$ cat config.mk
export PLATFORM = sky130hd
export DESIGN_NAME = stereo_tremolo_lfo
export DESIGN_NICKNAME = d
export VERILOG_FILES = /design/src/stl_pkg.sv /design/src/stl_phase_mem.sv /design/src/stl_wave.sv /design/src/stereo_tremolo_lfo.sv
export SDC_FILE = /design/constraint.sdc
export NUM_CORES = 2
export LEC_CHECK = 0
export BUFFER_PORTS_ARGS = -buffer_cell sky130_fd_sc_hd__buf_2
export CORE_AREA = 2 2 320 322
export CTS_CLUSTER_DIAMETER = 40
export CTS_CLUSTER_SIZE = 14
export DETAILED_ROUTE_END_ITERATION = 10
export DIE_AREA = 0 0 322 324
export PLACE_DENSITY = 0.68
export SLEW_MARGIN = 40
export SYNTH_ARGS = -nofsm -noshare
export SYNTH_HDL_FRONTEND = slang
export SYNTH_HIERARCHICAL = 1
export SYNTH_SLANG_ARGS = --single-unit
$ cat constraint.sdc
create_clock -name clock -period 9.1 [get_ports clock]
set_input_delay 0.455 -clock clock [delete_from_list [all_inputs] [get_ports clock]]
set_output_delay 0.455 -clock clock [all_outputs]
set_load 0.005 [all_outputs]
$ cat src/stl_pkg.sv
// Shared constants, types and sine table generator for the stereo tremolo LFO.
package stl_pkg;

   localparam int PHASE_BITS_DEF   = 24;
   localparam int SINE_ENTRIES_DEF = 256;
   localparam int SAMPLE_BITS_DEF  = 24;
   localparam int CHANNELS         = 2;
   localparam int CHAN_BITS        = 1;

   localparam int CSR_INDEX_BITS = 2;
   localparam int CSR_DATA_BITS  = 16;
   localparam int WAVE_BITS      = 18;
   localparam int ROM_BITS       = 16;

   typedef enum logic [CSR_INDEX_BITS-1:0] {
      CSR_PHASE_STEP,
      CSR_DEPTH,
      CSR_WAVE_SHAPE,
      CSR_STEREO_OFFSET
   } csr_index_type;

   typedef enum logic [1:0] {
      SHAPE_SINE,
      SHAPE_SQUARE,
      SHAPE_TRIANGLE,
      SHAPE_RAMP
   } wave_shape_type;

   localparam logic [15:0] PHASE_STEP_RST    = 16'd437;
   localparam logic [15:0] DEPTH_RST         = 16'd16384;
   localparam logic [15:0] STEREO_OFFSET_RST = 16'd0;
   localparam logic [15:0] DEPTH_FULL        = 16'd32768;
   localparam logic [31:0] GAIN_ONE          = 32'h8000_0000;

   localparam longint HALF_PI_Q30 = 64'sd1686629713;
   localparam longint Q30_ONE     = 64'sd1073741824;

   typedef struct packed {
      logic                 rd_en;
      logic [CHAN_BITS-1:0] rd_addr;
      logic                 wr_en;
      logic [CHAN_BITS-1:0] wr_addr;
   } phase_mem_ctl_type;

   // Taylor series of sin(x), x in Q30, result rounded to Q15 and capped
   function automatic logic [ROM_BITS-1:0] sine_from_x(input longint x);
      longint term;
      longint sum;
      longint r;
      term = x;
      sum  = x;
      term = (term * x) / Q30_ONE; term = (term * x) / Q30_ONE; term = -(term / 6);
      sum  = sum + term;
      term = (term * x) / Q30_ONE; term = (term * x) / Q30_ONE; term = -(term / 20);
      sum  = sum + term;
      term = (term * x) / Q30_ONE; term = (term * x) / Q30_ONE; term = -(term / 42);
      sum  = sum + term;
      term = (term * x) / Q30_ONE; term = (term * x) / Q30_ONE; term = -(term / 72);
      sum  = sum + term;
      term = (term * x) / Q30_ONE; term = (term * x) / Q30_ONE; term = -(term / 110);
      sum  = sum + term;
      term = (term * x) / Q30_ONE; term = (term * x) / Q30_ONE; term = -(term / 156);
      sum  = sum + term;
      term = (term * x) / Q30_ONE; term = (term * x) / Q30_ONE; term = -(term / 210);
      sum  = sum + term;
      term = (term * x) / Q30_ONE; term = (term * x) / Q30_ONE; term = -(term / 272);
      sum  = sum + term;
      if (sum < 0) begin
         sum = 0;
      end
      r = (sum + 16384) / 32768;
      if (r > 32767) begin
         r = 32767;
      end
      return r[ROM_BITS-1:0];
   endfunction

endpackage

$ cat src/stl_phase_mem.sv
// Per-channel LFO phase memory with registered read, valid bits and write forwarding.
module stl_phase_mem #(
   parameter int PHASE_BITS = stl_pkg::PHASE_BITS_DEF
) (
   input  logic                       clock,
   input  logic                       reset,
   input  stl_pkg::phase_mem_ctl_type ctl,
   input  logic [PHASE_BITS-1:0]      wr_data,
   output logic [PHASE_BITS-1:0]      rd_data
);
   import stl_pkg::*;

   logic [PHASE_BITS-1:0] phase_mem [CHANNELS];
   logic [CHANNELS-1:0]   valid_ff;
   logic [PHASE_BITS-1:0] rd_data_ff;

   always_ff @(posedge clock) begin
      if (reset) begin
         valid_ff <= '0;
      end else if (ctl.wr_en) begin
         valid_ff[ctl.wr_addr] <= 1'b1;
      end
   end

   always_ff @(posedge clock) begin
      if (ctl.wr_en) begin
         phase_mem[ctl.wr_addr] <= wr_data;
      end
   end

   always_ff @(posedge clock) begin
      if (ctl.rd_en) begin
         if (ctl.wr_en && ctl.wr_addr == ctl.rd_addr) begin
            rd_data_ff <= wr_data;
         end else if (valid_ff[ctl.rd_addr]) begin
            rd_data_ff <= phase_mem[ctl.rd_addr];
         end else begin
            rd_data_ff <= '0;
         end
      end
   end

   assign rd_data = rd_data_ff;

endmodule

$ cat src/stl_wave.sv
// LFO waveform generator: quarter-wave sine ROM plus square, triangle and saw.
module stl_wave #(
   parameter int PHASE_BITS   = stl_pkg::PHASE_BITS_DEF,
   parameter int SINE_ENTRIES = stl_pkg::SINE_ENTRIES_DEF
) (
   input  logic                                clock,
   input  logic                                load,
   input  logic [PHASE_BITS-1:0]               phase,
   input  stl_pkg::wave_shape_type             shape,
   output logic signed [stl_pkg::WAVE_BITS-1:0] wave
);
   import stl_pkg::*;

   localparam int IDX_BITS  = $clog2(SINE_ENTRIES);
   localparam int SCL_BITS  = PHASE_BITS - 2 + IDX_BITS;

   logic [ROM_BITS-1:0] rom_table [SINE_ENTRIES];

   for (genvar g = 0; g < SINE_ENTRIES; g++) begin : g_rom
      localparam longint ARG = (HALF_PI_Q30 * g) / SINE_ENTRIES;
      localparam logic [ROM_BITS-1:0] VAL = sine_from_x(ARG);
      assign rom_table[g] = VAL;
   end

   logic [SCL_BITS-1:0]   frac_scaled;
   logic [IDX_BITS-1:0]   idx;
   logic [IDX_BITS-1:0]   rom_addr;
   logic                  peak;

   logic [PHASE_BITS-1:0] phase_ff;
   logic                  peak_ff;
   logic [ROM_BITS-1:0]   rom_data_ff;

   logic [PHASE_BITS+16:0] tri_ext;
   logic [PHASE_BITS+15:0] saw_ext;
   logic [16:0]            tri_v;
   logic [15:0]            saw_v;
   logic                   upper_half;
   logic signed [WAVE_BITS-1:0] sine_mag;

   always_comb begin
      frac_scaled = SCL_BITS'(phase[PHASE_BITS-3:0]) * SCL_BITS'(SINE_ENTRIES);
      idx         = frac_scaled[SCL_BITS-1:PHASE_BITS-2];
      peak        = phase[PHASE_BITS-2] && (idx == '0);
      if (phase[PHASE_BITS-2] && !peak) begin
         rom_addr = IDX_BITS'((IDX_BITS+1)'(SINE_ENTRIES) - (IDX_BITS+1)'(idx));
      end else if (peak) begin
         rom_addr = '0;
      end else begin
         rom_addr = idx;
      end
   end

   always_ff @(posedge clock) begin
      if (load) begin
         phase_ff    <= phase;
         peak_ff     <= peak;
         rom_data_ff <= rom_table[rom_addr];
      end
   end

   always_comb begin
      tri_ext    = {phase_ff, 17'd0};
      saw_ext    = {phase_ff, 16'd0};
      tri_v      = tri_ext[PHASE_BITS+16:PHASE_BITS];
      saw_v      = saw_ext[PHASE_BITS+15:PHASE_BITS];
      upper_half = phase_ff[PHASE_BITS-1];
      sine_mag   = peak_ff ? WAVE_BITS'(32768) : $signed({2'b00, rom_data_ff});
      case (shape)
         SHAPE_SQUARE: begin
            wave = (phase_ff != '0 && !upper_half) ? WAVE_BITS'(32768) : -WAVE_BITS'(32768);
         end
         SHAPE_TRIANGLE: begin
            wave = upper_half ? WAVE_BITS'(98304) - $signed({1'b0, tri_v})
                              : $signed({1'b0, tri_v}) - WAVE_BITS'(32768);
         end
         SHAPE_RAMP: begin
            wave = upper_half ? $signed({2'b00, saw_v}) - WAVE_BITS'(65536)
                              : $signed({2'b00, saw_v});
         end
         default: begin
            wave = phase_ff[PHASE_BITS-1] ? -sine_mag : sine_mag;
         end
      endcase
   end

endmodule

$ cat src/stereo_tremolo_lfo.sv
// Stereo tremolo: scales each audio sample by an LFO-driven gain, one LFO phase per channel.
//
// Each sample passes through the transfer, a read of the channel's phase from
// the phase memory (written back advanced in the next cycle), the oscillator and
// gain computation, and the sample multiply into the output register, which waits
// while that register holds an untaken result. One sample is in flight at a time,
// so this whole sequence sets the rate. The output register lets a new sample be
// taken while the last result still waits. Configuration writes are taken every cycle.
module stereo_tremolo_lfo #(
   parameter int PHASE_BITS   = stl_pkg::PHASE_BITS_DEF,
   parameter int SINE_ENTRIES = stl_pkg::SINE_ENTRIES_DEF,
   parameter int SAMPLE_BITS  = stl_pkg::SAMPLE_BITS_DEF
) (
   input  logic                                  clock,
   input  logic                                  reset,
   input  logic                                  req_valid,
   output logic                                  req_ready,
   input  logic signed [SAMPLE_BITS-1:0]         req_sample_in,
   input  logic [stl_pkg::CHAN_BITS-1:0]         req_chan,
   output logic                                  rsp_valid,
   input  logic                                  rsp_ready,
   output logic signed [SAMPLE_BITS-1:0]         rsp_sample_out,
   input  logic                                  csr_valid,
   output logic                                  csr_ready,
   input  logic [stl_pkg::CSR_INDEX_BITS-1:0]    csr_index,
   input  logic [stl_pkg::CSR_DATA_BITS-1:0]     csr_data
);
   import stl_pkg::*;

   localparam int PROD_BITS = SAMPLE_BITS + 32;

   typedef enum logic [1:0] {
      ST_IDLE,
      ST_READ,
      ST_GAIN,
      ST_MUL
   } state_type;

   // configuration
   logic [15:0]    phase_step_ff;
   logic [15:0]    depth_ff;
   wave_shape_type wave_shape_ff;
   logic [15:0]    stereo_offset_ff;

   assign csr_ready = 1'b1;

   always_ff @(posedge clock) begin
      if (reset) begin
         phase_step_ff    <= PHASE_STEP_RST;
         depth_ff         <= DEPTH_RST;
         wave_shape_ff    <= SHAPE_SINE;
         stereo_offset_ff <= STEREO_OFFSET_RST;
      end else if (csr_valid) begin
         unique case (csr_index_type'(csr_index))
            CSR_PHASE_STEP:    phase_step_ff    <= csr_data;
            CSR_DEPTH:         depth_ff         <= csr_data;
            CSR_WAVE_SHAPE:    wave_shape_ff    <= wave_shape_type'(csr_data[1:0]);
            CSR_STEREO_OFFSET: stereo_offset_ff <= csr_data;
            default:           ;
         endcase
      end
   end

   // datapath and control
   state_type                   state_ff, state_in;
   logic signed [SAMPLE_BITS-1:0] sample_ff, sample_in;
   logic [CHAN_BITS-1:0]        chan_ff, chan_in;
   logic [31:0]                 gain_ff, gain_in;
   logic                        rsp_valid_ff, rsp_valid_in;
   logic signed [SAMPLE_BITS-1:0] rsp_sample_ff, rsp_sample_in;

   phase_mem_ctl_type           mem_ctl;
   logic [PHASE_BITS-1:0]       phase_rd;
   logic [PHASE_BITS-1:0]       phase_wr;
   logic [PHASE_BITS-1:0]       lfo_phase;
   logic [PHASE_BITS-1:0]       step;
   logic                        wave_load;
   logic signed [WAVE_BITS-1:0] wave;

   logic [15:0]                 depth_sat;
   logic [16:0]                 wave_u;
   logic [32:0]                 depth_prod;
   logic [SAMPLE_BITS-1:0]      mag;
   logic [PROD_BITS-1:0]        prod;
   logic [SAMPLE_BITS-1:0]      scaled;
   logic                        out_free;

   stl_phase_mem #(
      .PHASE_BITS(PHASE_BITS)
   ) u_phase_mem (
      .clock   (clock),
      .reset   (reset),
      .ctl     (mem_ctl),
      .wr_data (phase_wr),
      .rd_data (phase_rd)
   );

   stl_wave #(
      .PHASE_BITS  (PHASE_BITS),
      .SINE_ENTRIES(SINE_ENTRIES)
   ) u_wave (
      .clock(clock),
      .load (wave_load),
      .phase(lfo_phase),
      .shape(wave_shape_ff),
      .wave (wave)
   );

   assign req_ready = (state_ff == ST_IDLE);

   always_comb begin
      step       = (phase_step_ff == '0) ? PHASE_BITS'(1) : PHASE_BITS'(phase_step_ff);
      lfo_phase  = chan_ff[0]
                   ? phase_rd + (PHASE_BITS'(stereo_offset_ff) << (PHASE_BITS - 16))
                   : phase_rd;
      phase_wr   = phase_rd + step;

      depth_sat  = (depth_ff > DEPTH_FULL) ? DEPTH_FULL : depth_ff;
      wave_u     = 17'(wave + WAVE_BITS'(32768));
      depth_prod = 33'(depth_sat) * 33'(wave_u);

      mag        = sample_ff[SAMPLE_BITS-1] ? SAMPLE_BITS'(-sample_ff) : sample_ff;
      prod       = PROD_BITS'(mag) * PROD_BITS'(gain_ff);
      scaled     = prod[SAMPLE_BITS+30:31];
      out_free   = !rsp_valid_ff || rsp_ready;
   end

   always_comb begin
      state_in      = state_ff;
      sample_in     = sample_ff;
      chan_in       = chan_ff;
      gain_in       = gain_ff;
      rsp_valid_in  = rsp_valid_ff && !rsp_ready;
      rsp_sample_in = rsp_sample_ff;
      mem_ctl       = '0;
      wave_load     = 1'b0;

      unique case (state_ff)
         ST_IDLE: begin
            mem_ctl.rd_addr = req_chan;
            if (req_valid) begin
               mem_ctl.rd_en = 1'b1;
               sample_in     = req_sample_in;
               chan_in       = req_chan;
               state_in      = ST_READ;
            end
         end
         ST_READ: begin
            mem_ctl.wr_en   = 1'b1;
            mem_ctl.wr_addr = chan_ff;
            wave_load       = 1'b1;
            state_in        = ST_GAIN;
         end
         ST_GAIN: begin
            gain_in  = 32'(33'(GAIN_ONE) - depth_prod);
            state_in = ST_MUL;
         end
         ST_MUL: begin
            if (out_free) begin
               rsp_valid_in  = 1'b1;
               rsp_sample_in = sample_ff[SAMPLE_BITS-1] ? $signed(-scaled) : $signed(scaled);
               state_in      = ST_IDLE;
            end
         end
         default: begin
            state_in = ST_IDLE;
         end
      endcase
   end

   always_ff @(posedge clock) begin
      sample_ff     <= sample_in;
      chan_ff       <= chan_in;
      gain_ff       <= gain_in;
      rsp_sample_ff <= rsp_sample_in;
      if (reset) begin
         state_ff     <= ST_IDLE;
         rsp_valid_ff <= 1'b0;
      end else begin
         state_ff     <= state_in;
         rsp_valid_ff <= rsp_valid_in;
      end
   end

   assign rsp_valid      = rsp_valid_ff;
   assign rsp_sample_out = rsp_sample_ff;

endmodule
==> impl_metrics.ini <==
[global_route]
grt_usage = 0.294
grt_pass1_vias = 43295
grt_pass1_wl_mm = 240
overflow = 0
grt_max_degree = 85
antenna_found_initial = 5

[finish]
regArea_mm2 = 0.00690
multi_input_area_mm2 = 0.0392
layout.nets = 7192
fill_cells = 8854
drive_above_1_share = 0.148
final_util = 0.567
area_growth_pct = 14.2

[clock_tree]
cts.path.max_buffers = 3
clk_pin_slew_ns = 0.06
numCtsBuffers = 41
root_buffer = clkbuf_16
htreeDepth = 2
cts_tree = built
cts.sinks = 248
cts_hold_buf = 0
clock_latency_ns = 0.61

[placed_design]
finalWeightedCongestion = 1.00
dpl.hpwl_mm = 120
port_buffers = 73

[min_path]
min_to = chan_ff
hold_class = in -> reg
whs_path_depth = 1
worstHoldStart = req_chan

[sta]
final-hold-violation-count = 0
worst_slew_pin_slew_ns = 0.872
worst_slack_ns = -0.970
post-route-min-period_ns = 10.07
finalCritPeriodShare = 1.11
setup_viol_count_final = 18
finalClockSkew_ns = 0.0670
finalMaxSlewViolations = 0
setup_tns_ns = -12.58
slew_headroom = 0.417
rsz0062_at_grt = yes
maxClockFrequency_mhz = 99.3

[die]
die_w_um = 322
row_count = 117
die_h_um = 324
initial_utilization = 0.497
ios = 75
core_mm2 = 0.101
dieArea_mm2 = 0.104

[critical_path]
worst_path_largest_cell_delay_ns = 0.60
cp_slowest_cell = fa_1
ff2ff_setup_slack_ns = -0.97
cp.arrival_ns = 10.42
startpoint = sample_ff[6]
worst_path_most_repeated_cell = fa_1
critPathCaptureType = register
cp_max_fo = 5
r2r_end = rsp_sample_out[20]
crit_path_start_kind = register
critPathKind = reg -> reg
r2r_start = sample_ff[6]
ff2ff_path_depth = 35
crit_required_ns = 9.45

[drt]
routed-via-count = 41404
ant_nets = 0
drt_iter0_drc = 3403
avgViaCountPerCell = 5.69
drt_wl_total_mm = 151
post-route-drc-count = 0
wl_per_cell_um = 20.7
first_pass_iters = 6

[synthesis]
synth_warnings = 6
synthCells = 5684
syn_nets = 6942
synth_area_per_cell_um2 = 8.83
netlist_area_mm2 = 0.0502

[status]
failed_checks = setup timing
status = complete, but fails checks

[job]
drv_cap = 0
## flip-flops by register name, summed over array words and instances, names as in the netlist, 24 cells and up
name and cells:
gain_ff 32, rsp_sample_out 24, sample_ff 24, u_phase_mem/phase_mem 48, u_phase_mem/rd_data 24, u_wave/phase_ff 24
## cell usage in the layout (no fill, tap or decap), drive strengths merged, types with 13 or more instances in the layout
master	n
mux2	33
nand4	16
o22ai	17
a21oi	224
edfxtp	193
nor2	199
dfxtp	55
and3	94
nor4	32
xor2	36
buf	533
o31ai	30
clkbuf	49
nand3b	14
o221ai	14
o21ai	144
o311ai	16
nand2b	29
fa	876
xnor2	116
or3	22
a311oi	21
o2111ai	13
inv	1042
a211oi	33
nor2b	90
a21o	41
nand2	966
a31oi	30
mux2i	41
nand3	61
and2	255
ha	334
o211ai	27
nor3	52
a22oi	13
## timing repair
action,4_1_cts,5_1_grt
setup buffers,23,23
pin swaps,48,61
resized for setup,86,113
setup endpoints to repair,20,23
endpoints found under the hold margin,0,0
gates cloned,2,0
## stage by stage
stage | cell area (um^2) | hold WS, ns | setup WS (ns) | cells
floorplan | 50300 | 0.433 | -0.567 | 5684
finish | 57300 | 0.0319 | -0.970 | 7277
detailed placement | 54500 | 0.455 | -1.22 | 7151
global placement | 54500 | 0.450 | -1.08 | 7151
CTS | 56600 | 0.00929 | -0.885 | 7251
global route | 57300 | 0.0270 | -1.33 | 7275
## worst max-delay path by stage
stage                         endpoint  slack (ns)  depth (start not counted)
global placement    rsp_sample_out[20]       -1.08                         33
floorplan           rsp_sample_out[20]       -0.57                         31
CTS                 rsp_sample_out[20]       -0.89                         33
finish              rsp_sample_out[20]       -0.97                         35
global route        rsp_sample_out[20]       -1.33                         32
detailed placement  rsp_sample_out[20]       -1.22                         33
## critical path, delay by kind of cell, from the launching register on
| family | cells | cell delay, ns |
|---|---|---|
| buffers and inverters | 8 | 0.87 |
| adder cells (fa/ha/maj) | 8 | 3.83 |
| XOR/XNOR | 2 | 0.28 |
| AND/OR/NAND/NOR | 9 | 2.90 |
| AO/OA/AOI/OAI | 8 | 1.64 |
| flip-flops | 1 | 0.38 |
## metal layers
layer  up-vias  global-route usage  wire (um)
met5         -                   0         38
li1      18518                   -          -
met4         6               0.130       7610
met2      1805               0.488      71000
met3       471              0.0513      11800
met1     20604               0.378      60000
## area by class of cell
cell class                      instances  area share
Sequential cell                       248       0.120
Timing Repair Buffer                  533      0.0733
Clock buffer                           49      0.0190
Tap cell                             1309      0.0286
Multi-Input combinational cell       4072       0.685
Antenna cell                            2   0.0000874
Inverter                             1038      0.0681
Clock inverter                         26     0.00568
Power is not shown: default switching activity piles up to over one toggle a cycle in this logic, so the estimate is an artifact.
